===== config.mk =====
export PLATFORM = sky130hd
export DESIGN_NAME = dmc_ram
export DESIGN_NICKNAME = d
export VERILOG_FILES = /design/src/sv/dmc_ram.sv
export SDC_FILE = /design/constraint.sdc
export NUM_CORES = 2
export LEC_CHECK = 0
export BUFFER_PORTS_ARGS = -buffer_cell sky130_fd_sc_hd__buf_4
export CAP_MARGIN = 20
export CORE_MARGIN = 5
export CORE_UTILIZATION = 50
export DETAILED_ROUTE_END_ITERATION = 10
export MAX_ROUTING_LAYER = met4
export PLACE_DENSITY = 0.68
export SYNTH_ARGS = -nofsm -noshare
export SYNTH_HDL_FRONTEND = slang
export SYNTH_SLANG_ARGS = --single-unit

===== constraint.sdc =====
create_clock -name clk -period 2.9 [get_ports clk]
set_clock_uncertainty 0.1 [all_clocks]
set_input_delay 0.58 -clock clk [delete_from_list [all_inputs] [get_ports clk]]
set_output_delay 0.58 -clock clk [all_outputs]
set_load 0.1 [all_outputs]

===== src/sv/dmc_ram.sv =====
`default_nettype none

module dmc_ram #(
	parameter int unsigned WIDTH = 16,
	parameter int unsigned DEPTH = 256,
	localparam int unsigned AW = (DEPTH > 1) ? $clog2(DEPTH) : 1
) (
	input  wire logic             clk,
	input  wire logic             we,
	input  wire logic [AW-1:0]    waddr,
	input  wire logic [WIDTH-1:0] wdata,
	input  wire logic             re,
	input  wire logic [AW-1:0]    raddr,
	output logic      [WIDTH-1:0] rdata
);

	logic [WIDTH-1:0] mem_q [DEPTH];

	always_ff @(posedge clk) begin
		if (we) begin
			mem_q[waddr] <= wdata;
		end
		// read returns the old word on a same-address write
		if (re) begin
			rdata <= mem_q[raddr];
		end
	end

endmodule

`default_nettype wire


==> metrics.log <==
[metrics] number of vias in the routed layout: 82377
[metrics] core area: 317300 µm²
[metrics] summed instance area of the synthesized netlist: 158900 µm²
[metrics] starting density of the core: 50.08%
[metrics] Max-Slew Margin vs Limit: 31.90%
[metrics] setup repair after global routing missed its margin: no
[metrics] final setup violating endpoints: 0
[metrics] post-synthesis area per instance: 21.59 µm²
[metrics] hold depth: 1
[metrics] vias per cell: 6.342
[metrics] width of the chip: 573.7 µm
[metrics] startpoint of the lowest-slack hold path: wdata[15]
[metrics] most instantiated flip-flop cell in the synthesis netlist: sky130_fd_sc_hd__edfxtp_1
[metrics] Highest Clock Rate: 353.2 MHz
[metrics] summed negative setup slack over all endpoints: 0 ns
[metrics] Place WS: -1.869 ns
[metrics] leakage power: 60.79 nW
[metrics] top-level port count: 51
[metrics] number of port buffers: 50
[metrics] post-synth cell types: 51
[metrics] number of DRC violations after detailed routing: 0
[metrics] hold-critical path endpoint: mem_q[66][15]$_DFFE_PP_
[metrics] number of nets at the end of the flow: 8506
[metrics] transition time of the tightest slew-check pin: 1.013 ns
[metrics] clock buffer count from CTS: 399
[metrics] gp weighted congestion: 0.9344
[metrics] drt initial violations: 11875
[metrics] Worst R2R Path Depth: 6
[metrics] most frequent cells in the layout: sky130_fd_sc_hd__edfxtp_1, sky130_fd_sc_hd__buf_4, sky130_fd_sc_hd__mux4_2, sky130_fd_sc_hd__mux2i_1, sky130_fd_sc_hd__clkbuf_16
[metrics] Max Root-Sink Buffers: 4
[metrics] commonest non-fill, non-tap cell in the layout: sky130_fd_sc_hd__edfxtp_1
[metrics] final cycle utilization of the critical path: 97.64%
[metrics] peak ir drop on the vdd network: 0.0005402 V
[metrics] register-to-register path setup slack: 0.08 ns
[metrics] ANT nets after route: 0
[metrics] fraction of registers with async set/reset: 0%
[metrics] fraction of layout cells with a size suffix above 1: 30.28%
[metrics] run status: finished clean
[metrics] max-slew violation count: 0
[metrics] register bit count reported by yosys: 4112
[metrics] largest net degree at the start of global routing: 96
[metrics] Min-Delay Path Class: in -> reg
[metrics] TritonCTS clock tree: done
[metrics] area of the die: 329100 µm²
[metrics] htree depth: 5
[metrics] sequential cell area fraction in the yosys report: 77.72%
[metrics] reg2reg start: mem_q[58][8]$_DFFE_PP_
[metrics] capturing element type of the critical path: flip-flop
[metrics] critical path class: in -> reg
[metrics] critical path peak fanout: 15
[metrics] signal arrival time at the worst endpoint: 3.42 ns
[metrics] PnR worst setup slack: 0.06856 ns
[metrics] Fill cells: 22008
[metrics] later-pin clock latency in the skew report: 0.98 ns
[metrics] global-route wire length before repair: 609.8 mm
[metrics] number of warning messages in the yosys log: 0
[metrics] final critical delay including setup and external delays: 2.831 ns
[metrics] total non-filler cell area in the finished layout: 187000 µm²
[metrics] total congestion overflow after global routing: 0
[metrics] # Max-Cap Violations: 0
[metrics] Area after DPL: 173300 µm²
[metrics] detailed-route wire length per cell: 32.87 µm
[metrics] final routed wirelength across all metal layers: 427.0 mm
[metrics] detailed placement HPWL: 267.8 mm
[metrics] final hold violation count: 0
[metrics] antenna violations before repair: 21
[metrics] areal power density over the cells: 663.0 nW/µm²
[metrics] end of the worst register-to-register path: rdata[8]$_DFFE_PP_
[metrics] Data required, critical path: 3.48 ns
[metrics] number of enable flip-flop cells after synthesis: 4112
[metrics] synthesized instance count: 7360
[metrics] Total Routing Usage GR: 26.43%
[metrics] Area growth syn-to-layout: 17.68%
[metrics] Chip Height: 573.7 µm
[metrics] Net Count, Synth: 7395
[metrics] clock edge transition at the registers on the reported setup and hold paths: 0.06 ns
[metrics] startpoint type of the worst setup path: primary input
[metrics] clock root buffer master: sky130_fd_sc_hd__clkbuf_16
[metrics] number of global-route vias before repair: 81665
[metrics] total number of placement rows: 207
[metrics] first drt pass iteration count: 8
[metrics] Sink Count: 4112
[cell usage after synthesis, drive strengths merged, types with 4 or more instances]
library cell  number  share of area [%]
o31ai             16              0.076
nand2             38              0.090
nand3             35               0.11
o32ai             21               0.12
a22o              32               0.18
mux4             797                 11
a2111oi            6              0.033
a31oi              6              0.024
a22oi             43               0.20
nand4             26               0.10
nor4              18              0.075
a21oi            175               0.55
inv                4             0.0094
o221ai           253                1.4
nor2b              9              0.035
mux2              88               0.62
edfxtp          4112                 78
buf              222                1.1
a211oi            18              0.085
o21ai             38               0.12
o22ai            148               0.58
a221oi            28               0.15
or2                5              0.020
nor2             304               0.72
clkbuf           230               0.54
and3              11              0.043
nor3              92               0.29
mux2i            565                3.6
[flip-flops by register name (all words and copies together), names as in the netlist]
| name | cells |
|---|---|
| mem_q | 4096 |
| rdata | 16 |
[cells by family (layout without fill, tap and decap cells)]
logic type             after synthesis  in the layout  share of synthesized area, %
buffers and inverters              456           1894                         1.692
AOI/OAI and AO/OA                  786            786                         3.534
other                                0             12                             0
DFF                               4112           4112                         77.72
and+or+nand+nor                    556            556                         1.573
muxes                             1450           1450                         15.48
[critical path, stage by stage]
cell                      delay (ns)
sky130_fd_sc_hd__buf_16         0.19
sky130_fd_sc_hd__buf_12         0.23
sky130_fd_sc_hd__buf_4          0.21
sky130_fd_sc_hd__mux4_2         0.55
sky130_fd_sc_hd__mux4_2         0.51
sky130_fd_sc_hd__a22o_1         0.39
sky130_fd_sc_hd__o32ai_4        0.44
sky130_fd_sc_hd__buf_4          0.20
sky130_fd_sc_hd__nor4_1         0.05
[final cells by class]
cell class	count	area (µm²)	share of cell area (%)
sequential	4112	123500	66.04
multi-input combinational	2792	32980	17.64
timing repair buffer	1162	12290	6.571
clock buffer	459	10210	5.461
tap	4180	5230	2.797
clock inverter	269	2724	1.457
antenna	12	30.03	0.01606
inverter	4	27.53	0.01472
[per-layer routing]
layer	track usage, %	vias to the layer above	share of wire (%)
met5	-	-	0
li1	-	33559	-
met4	10.23	0	4.7
met1	36.07	43427	38
met2	40.12	4588	47
met3	4.878	803	10
[what timing repair did]
item                       4_1_cts  5_1_grt
cloned                           3        5
hold buffers                    10        0
hold endpoints to repair       297        0
pin swaps                        5        7
setup buffers                    9       28
gates resized for setup         20       21
setup endpoints to repair        5        7
[through the flow]
step	hold slack, ns	instances	util (%)	power [mW]
final	0.02128	12990	58.93	124.0
after floorplan	0.5789	7360	-	70.28
after CTS	0.0009899	12951	58.81	124.5
after global placement	0.9000	12202	54.61	73.86
after global routing	0.01454	12988	58.93	127.5
after detailed placement	0.9060	12202	54.61	74.00
[worst max path at each step]
stage	slack (ns)	cells past startpoint	endpoint	from
after global placement	-1.84	12	rdata[1]$_DFFE_PP_	raddr[0]
after detailed placement	-1.87	12	rdata[1]$_DFFE_PP_	raddr[0]
final	0.07	9	rdata[8]$_DFFE_PP_	raddr[0]
after CTS	-0.08	12	rdata[1]$_DFFE_PP_	raddr[0]
after floorplan	-0.009	8	rdata[4]$_DFFE_PP_	raddr[0]
after global routing	0.004	13	rdata[1]$_DFFE_PP_	raddr[1]
[report_power, final]
part	leakage (nW)	switching, mW	internal [mW]	total [mW]
Sequential	37.0	0.0979	65.5	65.6
Clock	6.26	22.5	28.5	51.0
Combinational	17.6	4.49	2.81	7.30
Total	60.8	27.1	96.9	124
(Power assumes the default switching activity.)
